## config.mk

```make
export PLATFORM = sky130hd
export DESIGN_NAME = motor_bus_fault_protector_core
export DESIGN_NICKNAME = d
export VERILOG_FILES = /design/src/rtl/core/mbfp_pkg.sv /design/src/rtl/core/mbfp_tick_logic.sv /design/src/rtl/core/motor_bus_fault_protector_core.sv
export SDC_FILE = /design/constraint.sdc
export NUM_CORES = 1
export LEC_CHECK = 0
export BUFFER_PORTS_ARGS = -buffer_cell sky130_fd_sc_hd__buf_4
export CAP_MARGIN = 10
export CORE_MARGIN = 2
export CORE_UTILIZATION = 55
export CTS_CLUSTER_DIAMETER = 60
export DETAILED_ROUTE_END_ITERATION = 7
export PLACE_DENSITY = 0.84
export SETUP_SLACK_MARGIN = 0.3
export SLEW_MARGIN = 0
export SYNTH_ARGS = -nofsm -noshare
export SYNTH_HDL_FRONTEND = slang
export SYNTH_SLANG_ARGS = --single-unit
```

## constraint.sdc

```tcl
create_clock -name i_clk -period 11.27 [get_ports i_clk]
set_input_delay 1.6905 -clock i_clk [delete_from_list [all_inputs] [get_ports i_clk]]
set_output_delay 1.6905 -clock i_clk [all_outputs]
set_load 0.005 [all_outputs]
```

## src/rtl/core/mbfp_pkg.sv

```systemverilog
// Shared types and constants for the motor bus fault protector.
// No dependencies; imported by every module of the block.
`default_nettype none

package mbfp_pkg;

    // Fault codes held in the latched fault register
    localparam logic [1:0] FAULT_NONE = 2'd0;
    localparam logic [1:0] FAULT_VOLT = 2'd1;
    localparam logic [1:0] FAULT_CURR = 2'd2;

    // Configuration register indexes
    localparam int         CFG_ADDR_BITS   = 3;
    localparam logic [2:0] CFG_MIN_VOLTAGE = 3'd0;
    localparam logic [2:0] CFG_MAX_VOLTAGE = 3'd1;
    localparam logic [2:0] CFG_MAX_CURRENT = 3'd2;
    localparam logic [2:0] CFG_TRIP_TICKS  = 3'd3;
    localparam logic [2:0] CFG_RECOV_TICKS = 3'd4;

    // Tick threshold registers are fixed at 16 bits
    localparam int          TICK_BITS      = 16;
    localparam logic [15:0] TICKS_RESET    = 16'd1000;
    localparam logic [31:0] SAMPLE_FULL    = 32'd4095;

    // Result word: stop, restart, fault code, then zero fill to a byte
    localparam int OUT_W = 8;

    typedef struct packed {
        logic [1:0] fault_code;
        logic       restart_request;
        logic       stop_request;
    } t_result;

endpackage

`default_nettype wire

```

## src/rtl/core/mbfp_tick_logic.sv

```systemverilog
// Per-tick protection logic: window and limit checks, trip and recovery counters.
// Depends on mbfp_pkg.
`default_nettype none

module mbfp_tick_logic
    import mbfp_pkg::*;
#(
    parameter int SAMPLE_BITS = 12,
    parameter int COUNT_BITS  = 16
) (
    input  wire logic [SAMPLE_BITS-1:0] i_bus_voltage,
    input  wire logic [SAMPLE_BITS-1:0] i_bus_amps,
    input  wire logic                   i_motor_stopped,
    input  wire logic [SAMPLE_BITS-1:0] i_min_voltage,
    input  wire logic [SAMPLE_BITS-1:0] i_max_voltage,
    input  wire logic [SAMPLE_BITS-1:0] i_max_current,
    input  wire logic [TICK_BITS-1:0]   i_trip_ticks,
    input  wire logic [TICK_BITS-1:0]   i_recov_ticks,
    input  wire logic [COUNT_BITS-1:0]  i_voltage_count,
    input  wire logic [COUNT_BITS-1:0]  i_current_count,
    input  wire logic [COUNT_BITS-1:0]  i_recovery_count,
    input  wire logic [1:0]             i_fault,
    output logic [COUNT_BITS-1:0]       o_voltage_count,
    output logic [COUNT_BITS-1:0]       o_current_count,
    output logic [COUNT_BITS-1:0]       o_recovery_count,
    output logic [1:0]                  o_fault,
    output t_result                     o_result
);

    localparam int CmpW = (COUNT_BITS > TICK_BITS) ? COUNT_BITS : TICK_BITS;

    logic [COUNT_BITS-1:0] v_inc, c_inc, r_inc_cnt;
    logic                  v_hit, c_hit, r_hit;
    logic                  v_out, c_out;
    logic [1:0]            fault_mid;
    logic                  stop_req, restart_req;

    always_comb begin
        v_inc     = i_voltage_count + COUNT_BITS'(1);
        c_inc     = i_current_count + COUNT_BITS'(1);
        r_inc_cnt = i_recovery_count + COUNT_BITS'(1);
        v_hit     = CmpW'(v_inc) >= CmpW'(i_trip_ticks);
        c_hit     = CmpW'(c_inc) >= CmpW'(i_trip_ticks);
        r_hit     = CmpW'(r_inc_cnt) >= CmpW'(i_recov_ticks);
        v_out     = (i_bus_voltage < i_min_voltage) || (i_bus_voltage > i_max_voltage);
        c_out     = i_bus_amps > i_max_current;

        stop_req    = 1'b0;
        restart_req = 1'b0;
        fault_mid   = i_fault;

        // voltage window first
        o_voltage_count = '0;
        if (v_out) begin
            if (v_hit) begin
                fault_mid = FAULT_VOLT;
                stop_req  = 1'b1;
            end else begin
                o_voltage_count = v_inc;
            end
        end

        // over-current second, so it wins a same-tick trip
        o_current_count = '0;
        if (c_out) begin
            if (c_hit) begin
                fault_mid = FAULT_CURR;
                stop_req  = 1'b1;
            end else begin
                o_current_count = c_inc;
            end
        end

        // recovery runs only while stopped (a trip counts as stopped)
        o_fault          = fault_mid;
        o_recovery_count = i_recovery_count;
        if (i_motor_stopped || stop_req) begin
            if (fault_mid != FAULT_NONE) begin
                if (r_hit) begin
                    o_recovery_count = '0;
                    o_fault          = FAULT_NONE;
                    restart_req      = 1'b1;
                end else begin
                    o_recovery_count = r_inc_cnt;
                end
            end else begin
                o_recovery_count = '0;
            end
        end

        o_result.stop_request    = stop_req;
        o_result.restart_request = restart_req;
        o_result.fault_code      = o_fault;
    end

endmodule

`default_nettype wire

```

## src/rtl/core/motor_bus_fault_protector_core.sv

```systemverilog
// An accepted input word is held in the input register, then its result in the result
// register, which drives the master side; a master-side stall can hold either stage.
// Throughput: one word per cycle while the master side keeps up; the input register
// feeds the result register through one pass of compare and counter logic.
// Reset (i_rst_n low, synchronous): both stages empty, counters and latched fault
// cleared, thresholds back to their defaults (window 0..full scale, 1000 ticks).
// Top level of the motor bus fault protector. Depends on mbfp_pkg, mbfp_tick_logic.
`default_nettype none

module motor_bus_fault_protector_core
    import mbfp_pkg::*;
#(
    parameter int SAMPLE_BITS = 12,
    parameter int COUNT_BITS  = 16,
    localparam int InW  = ((2 * SAMPLE_BITS + 1 + 7) / 8) * 8,
    localparam int CfgW = (SAMPLE_BITS > TICK_BITS) ? SAMPLE_BITS : TICK_BITS
) (
    input  wire logic                     i_clk,
    input  wire logic                     i_rst_n,
    // slave side: one control tick per word
    input  wire logic                     i_s_tvalid,
    output logic                          o_s_tready,
    // tdata from bit 0: bus_voltage, bus_amps, motor_stopped, zero fill
    input  wire logic [InW-1:0]           i_s_tdata,
    // master side: one result word per tick
    output logic                          o_m_tvalid,
    input  wire logic                     i_m_tready,
    // tdata from bit 0: stop_request, restart_request, fault_code[1:0], zero fill
    output logic [OUT_W-1:0]              o_m_tdata,
    // configuration write port
    input  wire logic                     i_cfg_we,
    input  wire logic [CFG_ADDR_BITS-1:0] i_cfg_addr,
    input  wire logic [CfgW-1:0]          i_cfg_data
);

    // ---------------------------------------------------------------
    // Configuration registers
    // ---------------------------------------------------------------
    logic [SAMPLE_BITS-1:0] r_min_voltage, r_max_voltage, r_max_current;
    logic [TICK_BITS-1:0]   r_trip_ticks, r_recov_ticks;

    always_ff @(posedge i_clk) begin
        if (!i_rst_n) begin
            r_min_voltage <= '0;
            r_max_voltage <= SAMPLE_BITS'(SAMPLE_FULL);
            r_max_current <= SAMPLE_BITS'(SAMPLE_FULL);
            r_trip_ticks  <= TICKS_RESET;
            r_recov_ticks <= TICKS_RESET;
        end else if (i_cfg_we) begin
            case (i_cfg_addr)
                CFG_MIN_VOLTAGE: r_min_voltage <= i_cfg_data[SAMPLE_BITS-1:0];
                CFG_MAX_VOLTAGE: r_max_voltage <= i_cfg_data[SAMPLE_BITS-1:0];
                CFG_MAX_CURRENT: r_max_current <= i_cfg_data[SAMPLE_BITS-1:0];
                CFG_TRIP_TICKS:  r_trip_ticks  <= i_cfg_data[TICK_BITS-1:0];
                CFG_RECOV_TICKS: r_recov_ticks <= i_cfg_data[TICK_BITS-1:0];
                default: ;
            endcase
        end
    end

    // ---------------------------------------------------------------
    // Two-stage flow control. The result stage loads whenever it is empty
    // or being drained, so the input stage takes a word every cycle while
    // the master side keeps up. A waiting result stops the result stage;
    // the input stage then takes one more word and holds it.
    // ---------------------------------------------------------------
    logic r_in_valid, r_out_valid;
    logic out_load, s_fire, advance;

    assign out_load   = !r_out_valid || i_m_tready;
    assign o_s_tready = !r_in_valid || out_load;
    assign s_fire     = i_s_tvalid && o_s_tready;
    assign advance    = r_in_valid && out_load;

    always_ff @(posedge i_clk) begin
        if (!i_rst_n) begin
            r_in_valid  <= 1'b0;
            r_out_valid <= 1'b0;
        end else begin
            if (s_fire) begin
                r_in_valid <= 1'b1;
            end else if (advance) begin
                r_in_valid <= 1'b0;
            end
            if (out_load) begin
                r_out_valid <= advance;
            end
        end
    end

    // Input register (payload only)
    logic [SAMPLE_BITS-1:0] r_bus_voltage, r_bus_amps;
    logic                   r_motor_stopped;

    always_ff @(posedge i_clk) begin
        if (s_fire) begin
            r_bus_voltage   <= i_s_tdata[SAMPLE_BITS-1:0];
            r_bus_amps      <= i_s_tdata[2*SAMPLE_BITS-1:SAMPLE_BITS];
            r_motor_stopped <= i_s_tdata[2*SAMPLE_BITS];
        end
    end

    // ---------------------------------------------------------------
    // Protection state and per-tick logic
    // ---------------------------------------------------------------
    logic [COUNT_BITS-1:0] r_voltage_count, r_current_count, r_recovery_count;
    logic [1:0]            r_fault;
    logic [COUNT_BITS-1:0] n_voltage_count, n_current_count, n_recovery_count;
    logic [1:0]            n_fault;
    t_result               n_result;
    t_result               r_result;

    mbfp_tick_logic #(
        .SAMPLE_BITS (SAMPLE_BITS),
        .COUNT_BITS  (COUNT_BITS)
    ) u_tick (
        .i_bus_voltage    (r_bus_voltage),
        .i_bus_amps       (r_bus_amps),
        .i_motor_stopped  (r_motor_stopped),
        .i_min_voltage    (r_min_voltage),
        .i_max_voltage    (r_max_voltage),
        .i_max_current    (r_max_current),
        .i_trip_ticks     (r_trip_ticks),
        .i_recov_ticks    (r_recov_ticks),
        .i_voltage_count  (r_voltage_count),
        .i_current_count  (r_current_count),
        .i_recovery_count (r_recovery_count),
        .i_fault          (r_fault),
        .o_voltage_count  (n_voltage_count),
        .o_current_count  (n_current_count),
        .o_recovery_count (n_recovery_count),
        .o_fault          (n_fault),
        .o_result         (n_result)
    );

    // State moves only when a tick passes into the result register
    always_ff @(posedge i_clk) begin
        if (!i_rst_n) begin
            r_voltage_count  <= '0;
            r_current_count  <= '0;
            r_recovery_count <= '0;
            r_fault          <= FAULT_NONE;
        end else if (advance) begin
            r_voltage_count  <= n_voltage_count;
            r_current_count  <= n_current_count;
            r_recovery_count <= n_recovery_count;
            r_fault          <= n_fault;
        end
    end

    // Result register (payload only)
    always_ff @(posedge i_clk) begin
        if (advance) begin
            r_result <= n_result;
        end
    end

    assign o_m_tvalid = r_out_valid;
    assign o_m_tdata  = {(OUT_W - 4)'(0), r_result.fault_code,
                         r_result.restart_request, r_result.stop_request};

endmodule

`default_nettype wire

```

# Word-level counts from Yosys, hierarchy flattened
# Index checks and enable logic that the tools add are counted.
# W data, S select, Z words.
# word_totals
register_bits,149
input_bits,56
output_inout_bits,10
wordCells,68
# op_classes
addsub,3
magnitude_cmp,6
n_eq_ne,4
mux,20
n_reduce_logical,18
# ops
cell,count
$mux W16,6
$add A16 B1 Y16 const B,3
$ge A16 B16 Y1,3
$gt A12 B12 Y1,2
$mux W2,7
$reduce_and A2 Y1,7
$lt A12 B12 Y1,1
$mux W1,7
$eq A3 B2 Y1 const B,2
$logic_or A1 B1 Y1,4
$reduce_bool A2 Y1,2
$eq A3 B1 Y1 const B,1
$eq A3 B3 Y1 const B,1
$logic_not A3 Y1,1
$logic_and A1 B1 Y1,2
$logic_not A1 Y1,2

# Longest topological paths before layout
# Gate-level depths: netlist (run 1).
# logic_depth
ltp_word,9
depth_mapped,18
ltp_nobuf,14

# Hierarchy
# A second synthesis (run 1) with hierarchy kept.
# unflattened
hier_cells,1017
area_unflattened_um2,8826.0
# modules_own_cells
module,n_inst,cells_each,area_per_inst_um2,seq_area_each_um2
motor_bus_fault_protector_core,1,534,5328.9,3273.1
mbfp_tick_logic,1,483,3497.1,0.0

# Least setup slack after synthesis (run 1)
# Ideal clock, no wire load.
# synth_path
path_kind,input to output
from,input i_m_tready
to,output o_s_tready
t_arrival_ns,1.957
required_time_ns,9.580
path_slack_ns,7.623
path_stages,2
n_path_buf,0
path_cell_list,nor2b_1 -> nand2_1
# synth_via
elab_chain_len,2
# synth_rtl
item,line_no,source
start: declaration,motor_bus_fault_protector_core.sv:27,"input wire logic i_m_tready,"
$logic_or A1 B1 Y1,motor_bus_fault_protector_core.sv:70,assign out_load = !r_out_valid || i_m_tready;
$logic_or A1 B1 Y1,motor_bus_fault_protector_core.sv:71,assign o_s_tready = !r_in_valid || out_load;
end: declaration,motor_bus_fault_protector_core.sv:22,"output logic o_s_tready,"
# No other way between the ends.

==> results of run 1 <==
logic make-up (layout without fill, tap and decap cells):
logic type	Yosys count	count (layout)	synth area share [%]
buf+inv	121	172	5.92
compound gates	220	220	18.6
mux	3	3	0.371
xor+xnor	35	35	3.79
other cells	1	4	0.0463
fa+ha+maj	86	86	13.3
simple gates	303	303	17.5
flops	149	149	40.5
critical path: stages, from the launching register on:
cell and delay, ns:
dfxtp_1 0.40, ha_1 0.26, and3_1 0.24, and3_1 0.27, and3_1 0.29, nand3_1 0.12, xnor2_1 0.17, ha_1 0.29
nand4_1 0.16, nor4_1 0.32, o31ai_1 0.16, and3_1 0.30, o22ai_1 0.60, o21a_1 0.43, a221o_2 0.21
layout make-up:
class | instances | area, µm² | area share (%)
Clock inverter | 13 | 116 | 1.27
Clock buffer | 19 | 433 | 4.73
Tap cell | 184 | 230 | 2.52
Multi-Input combinational cell | 651 | 4350 | 47.5
Timing Repair Buffer | 60 | 450 | 4.92
Sequential cell | 149 | 3270 | 35.8
Inverter | 80 | 300 | 3.28
registers in the layout, summed over array words and instances (netlist names):
| name | cells |
|---|---|
| r_bus_amps | 12 |
| r_min_voltage | 12 |
| r_motor_stopped | 1 |
| r_fault | 2 |
| r_in_valid | 1 |
| r_max_voltage | 12 |
| r_trip_ticks | 16 |
| r_recov_ticks | 16 |
| o_m_tdata | 4 |
| o_m_tvalid | 1 |
| r_current_count | 16 |
| r_voltage_count | 16 |
| r_recovery_count | 16 |
| r_bus_voltage | 12 |
| r_max_current | 12 |
metal layers:
layer,GRT usage [%],routed length [µm],vias up
li1,-,-,3333
met1,31.8,8350,3086
met2,39.1,8510,187
met3,5.35,1120,37
met4,8.43,406,0
met5,0,0,-
worst paths after layout:
kind                                   startpoint                                end  slack [ns]  depth (start not counted)
setup / recovery  r_current_count[0]$_SDFFE_PN0P_  r_recovery_count[13]$_SDFFE_PN0P_        6.99                         14
hold / removal      r_trip_ticks[13]$_SDFFE_PN0P_      r_trip_ticks[13]$_SDFFE_PN0P_        0.45                          2
setup reg to reg  r_current_count[0]$_SDFFE_PN0P_  r_recovery_count[13]$_SDFFE_PN0P_        6.99                         14
hold reg to reg     r_trip_ticks[13]$_SDFFE_PN0P_      r_trip_ticks[13]$_SDFFE_PN0P_        0.45                          2
cell usage after synthesis, drive strengths merged (3+ instances only):
cell type  count  area, µm²
o31ai          3       27.5
a21oi         83        415
edfxtp        29        871
mux2i          3       30.0
o221ai         5       43.8
nand4         16        100
nand2        143        537
and2           8       50.1
a22o           9       78.8
o31a           3       26.3
xor2          18        158
a22oi          7       52.6
buf           10       62.6
o211a          3       30.0
dfxtp        120       2400
o21a           6       45.0
a211oi         4       30.0
o21ai         18       93.8
nand2b         8       50.1
nor2          33        124
nor2b          9       56.3
xnor2         17        149
inv           78        293
and3          15       93.8
a21o           6       45.0
or2            6       37.5
a21boi         3       26.3
o311a          7       70.1
nor4           3       33.8
nand3         40        200
clkbuf        31        116
o211ai        48        360
nor3          16       85.1
ha            86       1080
where the power goes:
part | internal (W) | total, W | switching, W
logic | 0.0000356 | 0.0000918 | 0.0000562
clock network | 0.000320 | 0.000534 | 0.000214
registers | 0.000558 | 0.000565 | 0.00000678
through the flow:
stage | instances | hold WS (ns) | instance area [µm²] | setup WS (ns) | power [W]
4_1_cts | 1155 | 0.454 | 9150 | 7.02 | 0.00120
6_report | 1156 | 0.454 | 9150 | 6.99 | 0.00119
3_5_place_dp | 1123 | 0.447 | 8600 | 7.04 | 0.000666
5_1_grt | 1156 | 0.474 | 9150 | 6.64 | 0.00123
2_1_floorplan | 921 | 0.432 | 8100 | 7.54 | 0.000629
3_3_place_gp | 1123 | 0.441 | 8600 | 7.10 | 0.000663
==> run_results.csv, run 1 <==
group,metric,value,unit
outcome,status,"finished, final reports clean",
run,cap_violations,0,
floorplan,start_util,55.9,%
floorplan,dieArea,15700,µm²
detailed_routing,wl_per_cell,15.9,µm
global_route,grt_use_total,24.1,%
global_route,grt-ovfl-total,0,
min_path,worstHoldPathType,"flop to flop",
final_layout,layout.nets,1101,
timing,hold_violations,0,
synthesis,netlist-cell-type-count,64,
global_route,antenna_found_initial,0,
critical_path,critPathArrivalTime,4.65,ns
synthesis,synth_warnings,0,
synthesis,synth_edf_count,29,
detailed_routing,postRouteWirelength,18400,µm
cts,cts_tree,"yes",
final_layout,fill_cells,1192,
synthesis,async_reset_ff_share,0,%
detailed_routing,drc,0,
pwr,p_leak,3.97,nW
pwr,vdd_drop_max,0.114,mV
cts,htree_levels,4,
final_layout,area_growth,13.1,%
timing,setup_viol,0,
detailed_routing,ant_nets,0,
timing,tns,0,ns
timing,period_needed,4.28,ns
timing,slew_headroom,33.5,%
timing,slew_viol_final,0,
cts,worstSkewPairLatency,0.43,ns
detailed_routing,vias,6643,
placed_design,hpwlAfterDp,13000,µm
global_route,grt_max_degree,66,
synthesis,avgSynthCellArea,8.81,µm²
timing,fin_crit_sh,38.0,%
cts,cts_hold_buf,0,
critical_path,crit_type,"flop to flop",
synthesis,netlist_area,8090,µm²
floorplan,std_cell_rows,44,
global_route,grt_pass1_vias,6380,
critical_path,end_kind,"flop",
critical_path,cp-start-kind,"flop",
floorplan,die_w,125,µm
cts,clk_pin_slew,0.06,ns
final_layout,utilization,63.2,%
final_layout,layout-drive-gt1-share,10.5,%
critical_path,path_max_fanout,10,
floorplan,die_h,125,µm
timing,skew,0.00698,ns
pwr,cellPowerDensity,130,nW/µm²
floorplan,core,14500,µm²
cts,cts_setup_buffers,0,
synthesis,ys.flop_type,"dfxtp_1",
floorplan,pin_count,66,
synthesis,postSynthCellCount,918,
detailed_routing,vias_per_cell,5.75,
cts,post_cts_resized,0,
final_layout,layout_commonest_cell,"nand2_1",
timing,rsz0062_at_grt,"false",
final_layout,antenna_cells,0,
synthesis,synth-seq-cells,149,
placed_design,place.gp.congestion,0.844,
timing,fmax,234,MHz
synthesis,yosysSeqAreaShare,40.5,%
timing,worst_pin_slew,0.992,ns
final_layout,final_cell_mix,"nand2_1 (143), dfxtp_1 (120), ha_1 (86)",
cts,cts_sinks,149,
cts,cts_root_buffer,"clkbuf_16",
placed_design,port_buffers,54,
detailed_routing,firstDrtPassIters,5,
global_route,grt_pass1_wl,30800,µm
cts,ctsLongestPathBuffers,2,
detailed_routing,drt_iter0_markers,470,
cts,cts_inserted_buffers,17,
critical_path,crit_required,11.64,ns
(Power assumes the default switching activity.)
==> inputs of run 2 (changes only) <==
clock period = 4.3 ns   (was 11.27 ns; I/O delays follow)
==> run_results.csv, run 2 (synthesis gave the netlist of run 1 again) <==
group,metric,value,unit
floorplan,pin_count,66,
detailed_routing,vias_per_cell,5.88,
min_path,min_path_cells,1,
pwr,vdd_drop_max,0.287,mV
final_layout,layout_commonest_cell,"nand2_1",
pwr,cellPowerDensity,346,nW/µm²
final_layout,layout-drive-gt1-share,12.5,%
timing,hold_violations,0,
pwr,swShare,24.3,%
global_route,gr-usage-met2,42.0,%
critical_path,r2r_end,"r_recovery_count[13]$_SDFFE_PN0P_",
floorplan,core,14500,µm²
min_path,hp-start,"i_s_tdata[3]",
timing,setup_viol,0,
final_layout,antenna_cells,0,
critical_path,critPathLaunch,"r_current_count[0]$_SDFFE_PN0P_",
cts,clk_pin_slew,0.07,ns
final_layout,layout.nets,1111,
critical_path,end_kind,"flop",
outcome,status,"finished, final reports clean",
global_route,grt_util_met1,31.0,%
timing,slew_viol_final,0,
critical_path,critPathArrivalTime,4.13,ns
cts,cts_root_buffer,"clkbuf_16",
min_path,worst_hold_path.endpoint,"r_bus_voltage[3]$_DFFE_PP_",
detailed_routing,wl_per_cell,16.6,µm
floorplan,dieArea,15700,µm²
timing,tns,0,ns
global_route,grt_pass1_wl,31500,µm
global_route,antenna_found_initial,0,
final_layout,multi_input_area,4380,µm²
floorplan,die_h,125,µm
critical_path,path_max_fanout,10,
pwr,p_switching,0.000783,W
timing,worst_pin_slew,1.01,ns
critical_path,crit_type,"flop to flop",
final_layout,final_cell_mix,"nand2_1 (143), dfxtp_1 (120), ha_1 (85)",
timing,period_needed,3.81,ns
critical_path,reg2reg_from,"r_current_count[0]$_SDFFE_PN0P_",
detailed_routing,postRouteWirelength,19300,µm
timing,skew,0.0138,ns
final_layout,fill_cells,1133,
global_route,grt_pass1_vias,6530,
pwr,p_seq_share,46.0,%
cts,worstSkewPairLatency,0.44,ns
detailed_routing,drt_iter0_markers,557,
floorplan,start_util,55.9,%
placed_design,place.gp.congestion,0.896,
detailed_routing,vias,6854,
placed_design,port_buffers,54,
min_path,worstHoldPathType,"input pin to flop",
cts,htree_levels,4,
cts,cts_inserted_buffers,17,
timing,slew_headroom,32.0,%
global_route,grt-ovfl-total,0,
cts,cts_sinks,149,
final_layout,area_growth,15.1,%
cts,ctsLongestPathBuffers,2,
critical_path,rrSetupSlack,0.49,ns
detailed_routing,drc,0,
final_layout,seqCellArea,3270,µm²
pwr,power_frac_comb,7.7,%
placed_design,hpwlAfterDp,13400,µm
cts,cts_hold_buf,0,
detailed_routing,ant_nets,0,
global_route,grt_use_total,24.9,%
timing,fmax,262,MHz
floorplan,die_w,125,µm
pwr,p_int,0.00244,W
run,cap_violations,0,
pwr,clkPwrFrac,46.3,%
floorplan,std_cell_rows,44,
pwr,p_leak,4.04,nW
critical_path,crit_required,4.62,ns
global_route,met3_usage,6.16,%
final_layout,utilization,64.3,%
detailed_routing,firstDrtPassIters,5,
timing,rsz0062_at_grt,"true",
critical_path,r2r.worst_path.cells,14,
global_route,grt-busiest-layer,"met2",
global_route,grt_max_degree,68,
critical_path,cp-start-kind,"flop",
cts,cts_tree,"yes",
timing,fin_crit_sh,88.7,%
-- run 2: cell types whose count changed in the layout (fill, tap and decap cells not counted), sizes merged --
cell and change:
buf +10, inv +4, clkinv -4
-- run 2: per-layer routing --
metal	share of wire, %	vias to the layer above	wire [µm]
li1	-	3355	-
met1	44	3258	8460
met2	49	208	9390
met3	5.5	33	1050
met4	2.2	0	425
met5	0	-	0
-- run 2: worst max-delay path, stage by stage (launching register included) --
cell and delay, ns:
dfxtp_1 0.40, ha_2 0.24, and3_1 0.23, and3_2 0.26, and3_2 0.25, nand3_1 0.10
xnor2_1 0.24, ha_1 0.30, nand4_1 0.16, a211oi_1 0.09, nor3_1 0.20, and3_1 0.35
o22ai_1 0.15, o21a_2 0.32, a221o_2 0.39
-- run 2: area by class of cell --
type	instances	share of cell area, %
Clock buffer	19	4.76
Clock inverter	13	1.59
Tap cell	184	2.47
Timing Repair Buffer	70	5.73
Inverter	80	3.23
Sequential cell	149	35.2
Multi-Input combinational cell	651	47.1
-- run 2: timing repair --
action,in CTS,in global routing
gates cloned,0,0
setup endpoints to repair,10,28
gates resized for setup,1,9
pin swaps,0,2
buffers inserted,0,5
-- run 2: through the flow --
step | worst slack [ns] | total power [W] | instances | hold WS (ns) | area, µm²
after floorplan | 0.567 | 0.00165 | 921 | 0.432 | 8100
after global placement | 0.413 | 0.00174 | 1128 | 0.442 | 8630
after detailed placement | 0.325 | 0.00175 | 1128 | 0.446 | 8630
after CTS | 0.303 | 0.00323 | 1160 | 0.371 | 9230
after global routing | 0.265 | 0.00332 | 1166 | 0.357 | 9310
final | 0.488 | 0.00322 | 1166 | 0.375 | 9310
-- run 2: worst max-delay path by stage --
stage	to	slack, ns	depth (start not counted)
finish	r_recovery_count[13]$_SDFFE_PN0P_	0.49	14
global route	r_recovery_count[13]$_SDFFE_PN0P_	0.26	14
CTS	r_recovery_count[13]$_SDFFE_PN0P_	0.30	14
detailed placement	r_recovery_count[8]$_SDFFE_PN0P_	0.33	14
global placement	r_recovery_count[13]$_SDFFE_PN0P_	0.41	14
floorplan	r_recovery_count[13]$_SDFFE_PN0P_	0.57	18
-- run 2: power by group through the flow --
stage / Combinational (W) / Clock [W] / Sequential, W
2_1_floorplan: 0.000143 / 0 / 0.00151
3_3_place_gp: 0.000230 / 0 / 0.00151
3_5_place_dp: 0.000237 / 0 / 0.00151
4_1_cts: 0.000241 / 0.00150 / 0.00148
5_1_grt: 0.000274 / 0.00156 / 0.00148
6_report: 0.000249 / 0.00149 / 0.00148
